## config.mk

```make
export PLATFORM = sky130hd
export DESIGN_NAME = rectangle_subtract_pieces
export DESIGN_NICKNAME = d
export VERILOG_FILES = /design/src/sv/rsp_pkg.sv /design/src/sv/rectangle_subtract_pieces.sv /design/src/sv/rsp_classify.sv /design/src/sv/rsp_queue.sv /design/src/sv/rsp_emit.sv
export SDC_FILE = /design/constraint.sdc
export NUM_CORES = 1
export LEC_CHECK = 0
export BUFFER_PORTS_ARGS = -buffer_cell sky130_fd_sc_hd__buf_2
export CAP_MARGIN = 20
export CORE_MARGIN = 2
export CORE_UTILIZATION = 45
export DETAILED_ROUTE_END_ITERATION = 8
export SYNTH_ARGS = -nofsm -noshare
export SYNTH_HDL_FRONTEND = slang
export SYNTH_HIERARCHICAL = 1
export SYNTH_SLANG_ARGS = --single-unit
```

## constraint.sdc

```tcl
create_clock -name clk -period 20.5 [get_ports clk]
set_input_delay 5.125 -clock clk [delete_from_list [all_inputs] [get_ports clk]]
set_output_delay 5.125 -clock clk [all_outputs]
set_load 0.01 [all_outputs]
```

## src/sv/rsp_pkg.sv

```systemverilog
// -----------------------------------------------------------------------------
// rsp_pkg: shared types and constants for rectangle piece subtraction
// Coordinate widths, piece kind codes and the descriptor that the
// classify front hands to the emit back through the work queue.
// -----------------------------------------------------------------------------
package rsp_pkg;

  localparam int COORD_BITS     = 16;
  localparam int SIZE_BITS      = COORD_BITS - 1;
  localparam int EXT_BITS       = COORD_BITS + 1;
  localparam int NUM_KINDS      = 6;
  localparam int QUEUE_DEPTH    = 4;
  localparam int QUEUE_PTR_BITS = $clog2(QUEUE_DEPTH);

  // piece kind codes; the same value is the bit index in a piece mask
  typedef enum logic [2:0] {
    KIND_UNCHANGED = 3'd0,
    KIND_TOP       = 3'd1,
    KIND_LEFT      = 3'd2,
    KIND_RIGHT     = 3'd3,
    KIND_BOTTOM    = 3'd4,
    KIND_COVERED   = 3'd5
  } kind_t;

  typedef logic [NUM_KINDS-1:0] piece_mask_t;

  // one classified item: bottom rectangle, edges needed to cut it,
  // and the set of pieces still to emit
  typedef struct packed {
    logic signed [COORD_BITS-1:0] bx;
    logic signed [COORD_BITS-1:0] by;
    logic        [SIZE_BITS-1:0]  bw;
    logic        [SIZE_BITS-1:0]  bh;
    logic signed [COORD_BITS-1:0] tx;
    logic signed [COORD_BITS-1:0] ty;
    logic signed [EXT_BITS-1:0]   tr;
    logic signed [EXT_BITS-1:0]   tb;
    logic signed [EXT_BITS-1:0]   br;
    logic signed [EXT_BITS-1:0]   bb;
    logic signed [COORD_BITS-1:0] my;
    logic signed [EXT_BITS-1:0]   mb;
    piece_mask_t                  mask;
  } rsp_desc_t;

endpackage

```

## src/sv/rectangle_subtract_pieces.sv

```systemverilog
// -----------------------------------------------------------------------------
// rectangle_subtract_pieces: visible pieces of a covered rectangle
// Top level: classify front, work queue and piece emitter.
// -----------------------------------------------------------------------------
// Each beat on the input carries a covering (top) and a covered (bottom)
// rectangle; the block returns the parts of the bottom one left visible.
// With no strict overlap it returns the bottom rectangle unchanged (kind 0);
// when fully hidden it returns one covered marker (kind 5, geometry zero);
// otherwise it returns up to four pieces in the order top, left, right,
// bottom, top and bottom spanning the full width, left and right spanning
// the vertical overlap. The final result of each input beat has last set.
// Both sides look like queues: push/full in, empty/pop out. The front
// classifies an item in the cycle it is pushed and files it into a
// four-entry work queue; the emitter drains one piece per cycle into an
// output register while that register is empty or its result is popped,
// so an item that yields n results (1 to 4) holds the emitter until its
// last piece leaves, and the emitter's output of pieces sets the sustained
// intake rate. The first result of an item passes through the work queue,
// the emitter's current-descriptor register and the output register.
// -----------------------------------------------------------------------------
module rectangle_subtract_pieces
  import rsp_pkg::*;
(
  input  logic                         clk,
  input  logic                         rst,
  input  logic                         push,
  output logic                         full,
  input  logic signed [COORD_BITS-1:0] top_x,
  input  logic signed [COORD_BITS-1:0] top_y,
  input  logic        [SIZE_BITS-1:0]  top_w,
  input  logic        [SIZE_BITS-1:0]  top_h,
  input  logic signed [COORD_BITS-1:0] bottom_x,
  input  logic signed [COORD_BITS-1:0] bottom_y,
  input  logic        [SIZE_BITS-1:0]  bottom_w,
  input  logic        [SIZE_BITS-1:0]  bottom_h,
  output logic                         empty,
  input  logic                         pop,
  output logic signed [COORD_BITS-1:0] piece_x,
  output logic signed [COORD_BITS-1:0] piece_y,
  output logic        [SIZE_BITS-1:0]  piece_w,
  output logic        [SIZE_BITS-1:0]  piece_h,
  output logic        [2:0]            piece_kind,
  output logic                         last
);

  rsp_desc_t desc_in;
  rsp_desc_t desc_out;
  logic      q_full;
  logic      q_empty;
  logic      q_pop;
  logic      out_valid;
  kind_t     kind;

  // classify the incoming beat in the cycle it arrives
  rsp_classify u_classify (
    .top_x    (top_x),
    .top_y    (top_y),
    .top_w    (top_w),
    .top_h    (top_h),
    .bottom_x (bottom_x),
    .bottom_y (bottom_y),
    .bottom_w (bottom_w),
    .bottom_h (bottom_h),
    .desc     (desc_in)
  );

  // hold classified items until the emitter is free
  rsp_queue u_queue (
    .clk     (clk),
    .rst     (rst),
    .wr_en   (push && !q_full),
    .wr_data (desc_in),
    .full    (q_full),
    .rd_en   (q_pop),
    .rd_data (desc_out),
    .empty   (q_empty)
  );

  // advance one piece per cycle into the output register while it is empty or popped
  rsp_emit u_emit (
    .clk        (clk),
    .rst        (rst),
    .q_empty    (q_empty),
    .q_data     (desc_out),
    .q_pop      (q_pop),
    .piece_x    (piece_x),
    .piece_y    (piece_y),
    .piece_w    (piece_w),
    .piece_h    (piece_h),
    .piece_kind (kind),
    .last       (last),
    .out_valid  (out_valid),
    .pop        (pop)
  );

  assign full       = q_full;
  assign empty      = !out_valid;
  assign piece_kind = kind;

endmodule

```

## src/sv/rsp_classify.sv

```systemverilog
// -----------------------------------------------------------------------------
// rsp_classify: overlap test and piece selection
// Forms the far edges with one extra bit, tests overlap strictly and
// builds the descriptor with the mask of pieces to emit.
// -----------------------------------------------------------------------------
module rsp_classify
  import rsp_pkg::*;
(
  input  logic signed [COORD_BITS-1:0] top_x,
  input  logic signed [COORD_BITS-1:0] top_y,
  input  logic        [SIZE_BITS-1:0]  top_w,
  input  logic        [SIZE_BITS-1:0]  top_h,
  input  logic signed [COORD_BITS-1:0] bottom_x,
  input  logic signed [COORD_BITS-1:0] bottom_y,
  input  logic        [SIZE_BITS-1:0]  bottom_w,
  input  logic        [SIZE_BITS-1:0]  bottom_h,
  output rsp_desc_t                    desc
);

  logic signed [EXT_BITS-1:0] tx_e, ty_e, bx_e, by_e;
  logic signed [EXT_BITS-1:0] tr, tb, br, bb;
  logic overlap, has_top, has_left, has_right, has_bottom;

  assign tx_e = {top_x[COORD_BITS-1], top_x};
  assign ty_e = {top_y[COORD_BITS-1], top_y};
  assign bx_e = {bottom_x[COORD_BITS-1], bottom_x};
  assign by_e = {bottom_y[COORD_BITS-1], bottom_y};

  assign tr = tx_e + $signed({2'b00, top_w});
  assign tb = ty_e + $signed({2'b00, top_h});
  assign br = bx_e + $signed({2'b00, bottom_w});
  assign bb = by_e + $signed({2'b00, bottom_h});

  assign overlap    = (tx_e < br) && (tr > bx_e) && (ty_e < bb) && (tb > by_e);
  assign has_top    = top_y > bottom_y;
  assign has_left   = top_x > bottom_x;
  assign has_right  = tr < br;
  assign has_bottom = tb < bb;

  always_comb begin
    desc.bx = bottom_x;
    desc.by = bottom_y;
    desc.bw = bottom_w;
    desc.bh = bottom_h;
    desc.tx = top_x;
    desc.ty = top_y;
    desc.tr = tr;
    desc.tb = tb;
    desc.br = br;
    desc.bb = bb;
    desc.my = (bottom_y > top_y) ? bottom_y : top_y;
    desc.mb = (bb < tb) ? bb : tb;
    desc.mask = '0;
    if (!overlap) begin
      desc.mask[KIND_UNCHANGED] = 1'b1;
    end else if (!(has_top || has_left || has_right || has_bottom)) begin
      desc.mask[KIND_COVERED] = 1'b1;
    end else begin
      desc.mask[KIND_TOP]    = has_top;
      desc.mask[KIND_LEFT]   = has_left;
      desc.mask[KIND_RIGHT]  = has_right;
      desc.mask[KIND_BOTTOM] = has_bottom;
    end
  end

endmodule

```

## src/sv/rsp_queue.sv

```systemverilog
// -----------------------------------------------------------------------------
// rsp_queue: work queue between classify front and emit back
// Small first-in first-out store of classified descriptors.
// -----------------------------------------------------------------------------
module rsp_queue
  import rsp_pkg::*;
(
  input  logic      clk,
  input  logic      rst,
  input  logic      wr_en,
  input  rsp_desc_t wr_data,
  output logic      full,
  input  logic      rd_en,
  output rsp_desc_t rd_data,
  output logic      empty
);

  localparam logic [QUEUE_PTR_BITS:0]   FULL_COUNT = (QUEUE_PTR_BITS + 1)'(QUEUE_DEPTH);
  localparam logic [QUEUE_PTR_BITS-1:0] LAST_PTR   = QUEUE_PTR_BITS'(QUEUE_DEPTH - 1);

  rsp_desc_t                 slots [QUEUE_DEPTH];
  logic [QUEUE_PTR_BITS-1:0] wr_ptr;
  logic [QUEUE_PTR_BITS-1:0] rd_ptr;
  logic [QUEUE_PTR_BITS:0]   count;

  assign full    = count == FULL_COUNT;
  assign empty   = count == '0;
  assign rd_data = slots[rd_ptr];

  always_ff @(posedge clk) begin
    if (wr_en) begin
      slots[wr_ptr] <= wr_data;
    end
  end

  always_ff @(posedge clk) begin
    if (rst) begin
      wr_ptr <= '0;
      rd_ptr <= '0;
      count  <= '0;
    end else begin
      if (wr_en) begin
        wr_ptr <= (wr_ptr == LAST_PTR) ? '0 : wr_ptr + 1'b1;
      end
      if (rd_en) begin
        rd_ptr <= (rd_ptr == LAST_PTR) ? '0 : rd_ptr + 1'b1;
      end
      if (wr_en && !rd_en) begin
        count <= count + 1'b1;
      end else if (rd_en && !wr_en) begin
        count <= count - 1'b1;
      end
    end
  end

endmodule

```

## src/sv/rsp_emit.sv

```systemverilog
// -----------------------------------------------------------------------------
// rsp_emit: piece emitter
// Takes one descriptor at a time and emits its pieces in kind order,
// one per cycle while the output register is empty or being popped.
// -----------------------------------------------------------------------------
module rsp_emit
  import rsp_pkg::*;
(
  input  logic                         clk,
  input  logic                         rst,
  input  logic                         q_empty,
  input  rsp_desc_t                    q_data,
  output logic                         q_pop,
  output logic signed [COORD_BITS-1:0] piece_x,
  output logic signed [COORD_BITS-1:0] piece_y,
  output logic        [SIZE_BITS-1:0]  piece_w,
  output logic        [SIZE_BITS-1:0]  piece_h,
  output kind_t                        piece_kind,
  output logic                         last,
  output logic                         out_valid,
  input  logic                         pop
);

  rsp_desc_t   cur;
  logic        cur_valid;
  piece_mask_t rem;
  piece_mask_t pick;
  piece_mask_t rem_left;
  logic        out_load;
  logic        done;

  logic signed [EXT_BITS-1:0]   bx_e, by_e, tx_e, ty_e, my_e;
  logic signed [COORD_BITS-1:0] x_next, y_next;
  logic        [SIZE_BITS-1:0]  w_next, h_next;
  logic signed [EXT_BITS-1:0]   w_diff, h_diff;
  kind_t                        kind_next;

  assign pick     = rem & (~rem + 1'b1);
  assign rem_left = rem & ~pick;
  assign out_load = cur_valid && (!out_valid || pop);
  assign done     = out_load && (rem_left == '0);
  assign q_pop    = !q_empty && (!cur_valid || done);

  assign bx_e = {cur.bx[COORD_BITS-1], cur.bx};
  assign by_e = {cur.by[COORD_BITS-1], cur.by};
  assign tx_e = {cur.tx[COORD_BITS-1], cur.tx};
  assign ty_e = {cur.ty[COORD_BITS-1], cur.ty};
  assign my_e = {cur.my[COORD_BITS-1], cur.my};

  // geometry of the selected piece
  always_comb begin
    x_next    = cur.bx;
    y_next    = cur.by;
    w_diff    = $signed({2'b00, cur.bw});
    h_diff    = $signed({2'b00, cur.bh});
    kind_next = KIND_UNCHANGED;
    case (1'b1)
      pick[KIND_TOP]: begin
        h_diff    = ty_e - by_e;
        kind_next = KIND_TOP;
      end
      pick[KIND_LEFT]: begin
        y_next    = cur.my;
        w_diff    = tx_e - bx_e;
        h_diff    = cur.mb - my_e;
        kind_next = KIND_LEFT;
      end
      pick[KIND_RIGHT]: begin
        x_next    = cur.tr[COORD_BITS-1:0];
        y_next    = cur.my;
        w_diff    = cur.br - cur.tr;
        h_diff    = cur.mb - my_e;
        kind_next = KIND_RIGHT;
      end
      pick[KIND_BOTTOM]: begin
        y_next    = cur.tb[COORD_BITS-1:0];
        h_diff    = cur.bb - cur.tb;
        kind_next = KIND_BOTTOM;
      end
      pick[KIND_COVERED]: begin
        x_next    = '0;
        y_next    = '0;
        w_diff    = '0;
        h_diff    = '0;
        kind_next = KIND_COVERED;
      end
      default: begin
        kind_next = KIND_UNCHANGED;
      end
    endcase
    w_next = w_diff[SIZE_BITS-1:0];
    h_next = h_diff[SIZE_BITS-1:0];
  end

  always_ff @(posedge clk) begin
    if (rst) begin
      cur_valid <= 1'b0;
      out_valid <= 1'b0;
    end else begin
      if (q_pop) begin
        cur_valid <= 1'b1;
      end else if (done) begin
        cur_valid <= 1'b0;
      end
      if (out_load) begin
        out_valid <= 1'b1;
      end else if (pop) begin
        out_valid <= 1'b0;
      end
    end
  end

  always_ff @(posedge clk) begin
    if (q_pop) begin
      cur <= q_data;
      rem <= q_data.mask;
    end else if (out_load) begin
      rem <= rem_left;
    end
    if (out_load) begin
      piece_x    <= x_next;
      piece_y    <= y_next;
      piece_w    <= w_next;
      piece_h    <= h_next;
      piece_kind <= kind_next;
      last       <= rem_left == '0;
    end
  end

  a_rem_nonzero: assert property (@(posedge clk) disable iff (rst)
    cur_valid |-> rem != '0)
    else $error("active descriptor has no pieces left");

  a_pick_onehot: assert property (@(posedge clk) disable iff (rst)
    out_load |-> $onehot(pick))
    else $error("piece select is not one-hot");

  a_single_kinds: assert property (@(posedge clk) disable iff (rst)
    (cur_valid && (rem[KIND_UNCHANGED] || rem[KIND_COVERED])) |-> $onehot(rem))
    else $error("unchanged or covered result mixed with other pieces");

  a_no_refill_busy: assert property (@(posedge clk) disable iff (rst)
    (cur_valid && !done) |-> !q_pop)
    else $error("descriptor replaced before its last piece left");

endmodule
```

==> results.md <==
- The final setup skew is 0.03020 ns.
- The tightest min-delay check is of the flip-flop to flip-flop type.
- Setup total negative slack on the finished layout was measured at 0 ns.
- The number of top-level pins is 196.
- The standard-cell row count is 119.
- The number of buffers and inverters on the critical path is 3.
- The launch instance of the worst register-to-register path is u_emit/rem[3].
- The internal portion of the total power is 5.242 mW.
- The count of final max-slew check failures came to 0.
- The via count of the first global-routing pass is 27,510.
- The floorplan step defined a core boundary enclosing 105,100 um2.
- The final instance area is 52,960 um2.
- The net count after synthesis is 3,337.
- The total wire length is 116.9 mm.
- Along the worst hold path, the cell count comes to 2.
- The CTS H-tree depth is 3.
- Derived from the worst setup path, the maximum achievable clock frequency is 96.01 MHz.
- The fraction of final layout cells with drive strength greater than 1 is 18.99%.
- Once detail routing completed, the nets flagged for antenna violations numbered 0.
- For this design the ratio of total power to cell area is 150.5 nW/um2.
- The switching share of power is 34.24%.
- The tool flagged a number of max-cap violations equal to 0.
- The final number of hold-violating endpoints is 0.
- The net switching power figure is 2.730 mW.
- The setup check on the worst reg-to-reg path leaves a slack of 16.78 ns.
- The first routing iteration left 2,157 violations.
- The cell at the slowest stage of the critical path is sky130_fd_sc_hd__a31oi_2.
- The number of cells produced by synthesis is 2,938.
- The die covers 108,600 um2.
- The total leakage power is 19.12 nW.
- For this run, the slowest stage of the critical path takes 0.57 ns.
- STA puts the critical path data required time at 20.93 ns.
- The average routed wire per standard cell is 25.47 um.
- The first global-routing pass estimated 172.8 mm of wire.
- The clock reaches the later pin of the worst-skew pair after 0.70 ns.
- The number of sinks driven by the clock tree is 1,032.
- The master cell of the clock root buffer is sky130_fd_sc_hd__clkbuf_16.
- The initial antenna violation count came to 5.
- The maximum ir drop on the vdd rail is 104.2 uV.
- The mean post-synth cell area is 16.23 um2.
- Sequential cells burn 40.3% of the power.
- The number of cells on the worst reg-to-reg path is 8.
- The signal on the critical path passes through buf_2 > ha_1 > fa_1 > a21oi_1 > o21bai_1 > a21oi_1 > o21ai_0 > a41oi_1 > a21oi_1 > xnor2_1 > inv_1 > ha_1 > nand3_1 > or3_1 > a21oi_1 > nor2_1 > o22a_1 > a31oi_2 > buf_4 > o41ai_1 > nand3b_1 > and4bb_1.
- The hold-fix buffer count after cts is 0.
- The critical-path maximum fanout is 17.
- The number of setup buffers added after CTS is 0.
- The global router's overall resource usage is 21.50%.
- The element type at the critical path end is a flip-flop.
- The CTS clock-pin slew for the worst setup and hold paths is 0.06 ns.
- The ratio of routed vias to standard cells is 5.765.
- The initial cell density of the core is 45.36%.
- The run finished with clean final reports.
- The area growth from synthesis to layout is 11.08%.
- The placed instances occupy a cell area of 49,390 um2.
- The first detailed-routing pass ran for 5 iterations.
- The overall power after layout is 7.972 mW.
- The number of warnings reported in the yosys synthesis log is 6.
- The pin slew with the least headroom to its limit is 1.092 ns.
- After global routing the overflow that remains totals 0.
- TritonCTS built the clock tree.
- On the critical path the largest part of the delay comes from compound AO/OA/AOI/OAI gates.
- By instance count, the cell type seen most on the critical path is sky130_fd_sc_hd__a21oi_1.
- The HPWL after detailed placement is 77.06 mm.
- The headroom to the max-slew limit is 27.18%.
- Clock tree synthesis inserted a total of 108 buffers.
- The net count of the finished layout is 3,505.
- The power share of the combinational group is 35.1%.
- The count of vias placed by the detailed router is 26,450.
- The time the final worst path needs with I/O delays and setup is 10.42 ns.
- The sort of element at the start of the critical path is an input port.
- In this run the most critical hold path is launched from u_queue/count[2].
- At the end of routability-driven placement, the weighted congestion stood at 0.9126.
- The cell area that synthesis handed to floorplanning was 47,680 um2.
- The path with the worst hold slack has its endpoint at u_queue/count[2].
- The number of buffers added on ports is 195.
- The count of cells in the finished layout, fillers not included, comes to 4,588.
- The floorplan step set the die width to 329.5 um.
- The maximum number of pins on one net before global-route repair is 139.
- In this run the vertical extent of the chip is 329.5 um.
- The number of gates given a new drive strength after cts is 0.
- Setup repair after global routing left no endpoint under its margin.
- The critical setup path kind is input port to flip-flop.
- The critical register-to-register path endpoint is u_emit/cur[116].
- The share of total power dissipated in the clock network is 24.6%.
- The total DRC errors in the routed layout is 0.
- The clock passes through at most 3 buffers.
- The cell count after placement is 4,385.
- Data arrives at the worst endpoint at 10.84 ns.
- The post-route fraction of the period consumed by the critical path is 50.81%.
- The count of endpoints failing setup in the final report is 0.
[worst register-to-register path: cells and delay by family, from the launching register on]
kind	cells	cell delay [ns]
AOI/OAI and AO/OA	3	0.42
buffers and inverters	2	1.54
DFF	1	0.60
and+or+nand+nor	3	0.76
[placed cells by master, fill, tap and decap left out, types with 18 or more instances in the layout]
master	instances
sky130_fd_sc_hd__clkinv_2	22
sky130_fd_sc_hd__nor3_1	21
sky130_fd_sc_hd__a32oi_1	20
sky130_fd_sc_hd__nand3_1	35
sky130_fd_sc_hd__o21ai_0	79
sky130_fd_sc_hd__a21o_1	55
sky130_fd_sc_hd__clkinv_1	21
sky130_fd_sc_hd__inv_1	217
sky130_fd_sc_hd__and3_1	22
sky130_fd_sc_hd__o21ai_1	33
sky130_fd_sc_hd__edfxtp_1	1021
sky130_fd_sc_hd__nand2_1	98
sky130_fd_sc_hd__o21a_1	32
sky130_fd_sc_hd__nor2_1	79
sky130_fd_sc_hd__nand4_1	18
sky130_fd_sc_hd__a31oi_1	19
sky130_fd_sc_hd__nor2b_1	31
sky130_fd_sc_hd__clkbuf_16	111
sky130_fd_sc_hd__clkbuf_1	20
sky130_fd_sc_hd__o21bai_1	18
sky130_fd_sc_hd__nand2b_1	24
sky130_fd_sc_hd__a21oi_1	120
sky130_fd_sc_hd__buf_2	196
sky130_fd_sc_hd__ha_1	261
sky130_fd_sc_hd__xnor2_1	65
sky130_fd_sc_hd__a221oi_1	19
sky130_fd_sc_hd__mux4_2	191
sky130_fd_sc_hd__mux2i_1	33
sky130_fd_sc_hd__buf_4	26
sky130_fd_sc_hd__xor2_1	41
[per-layer routing]
layer / track usage [%] / routed length (um) / vias up
met5: 0 / 11 / -
met4: 6.828 / 3284 / 2
met3: 2.848 / 5437 / 175
met2: 37.61 / 59500 / 817
met1: 27.83 / 48640 / 13640
li1: - / - / 11810
[flip-flops by register name, summed over array words and instances, names as in the netlist, 6 cells and up, named ones only]
signal / cells
u_emit/cur: 153
u_emit/piece_h: 15
u_emit/piece_x: 16
u_emit/piece_w: 15
u_emit/piece_y: 16
u_emit/by_e: 16
u_queue/slots: 764
u_emit/bx_e: 16
u_emit/rem: 6
[worst max-delay path by stage]
stage               startpoint             endpoint  slack (ns)  depth (start not counted)
global placement      top_y[0]  u_queue/slots[0][5]        9.65                         22
global route          top_y[0]  u_queue/slots[0][5]        9.75                         22
floorplan                 push  u_queue/slots[0][0]       10.25                          2
finish                top_y[0]  u_queue/slots[0][5]       10.08                         22
CTS                   top_y[0]  u_queue/slots[3][5]       10.25                         22
detailed placement    top_y[0]  u_queue/slots[1][5]        9.52                         22
[area by class of cell]
cell class,instances,area (um2)
Antenna cell,1,2.502
Multi-Input combinational cell,1518,14670
Timing Repair Buffer,228,1296
Inverter,218,818.3
Sequential cell,1032,30890
Clock buffer,131,2853
Clock inverter,69,698.2
Tap cell,1391,1740
Fill cell,8790,52150
[power groups by stage]
stage | Sequential [mW] | Combinational, mW | Clock (mW)
6_report | 3.21 | 2.80 | 1.96
5_1_grt | 3.26 | 3.03 | 2.08
4_1_cts | 3.22 | 2.80 | 2.00
3_5_place_dp | 3.26 | 2.79 | 0
3_3_place_gp | 3.24 | 2.74 | 0
2_1_floorplan | 3.21 | 1.98 | 0
[metrics by stage]
| step | worst slack (ns) | utilization (%) | hold slack (ns) |
|---|---|---|---|
| after global placement | 9.647 | 46.98 | 0.4761 |
| final | 10.08 | 50.39 | 0.5157 |
| after detailed placement | 9.517 | 46.98 | 0.5127 |
| after global routing | 9.754 | 50.39 | 0.5649 |
| after floorplan | 10.25 | - | 0.4603 |
| after CTS | 10.25 | 50.36 | 0.5227 |
No activity file was read; power rests on OpenSTA's default activity.
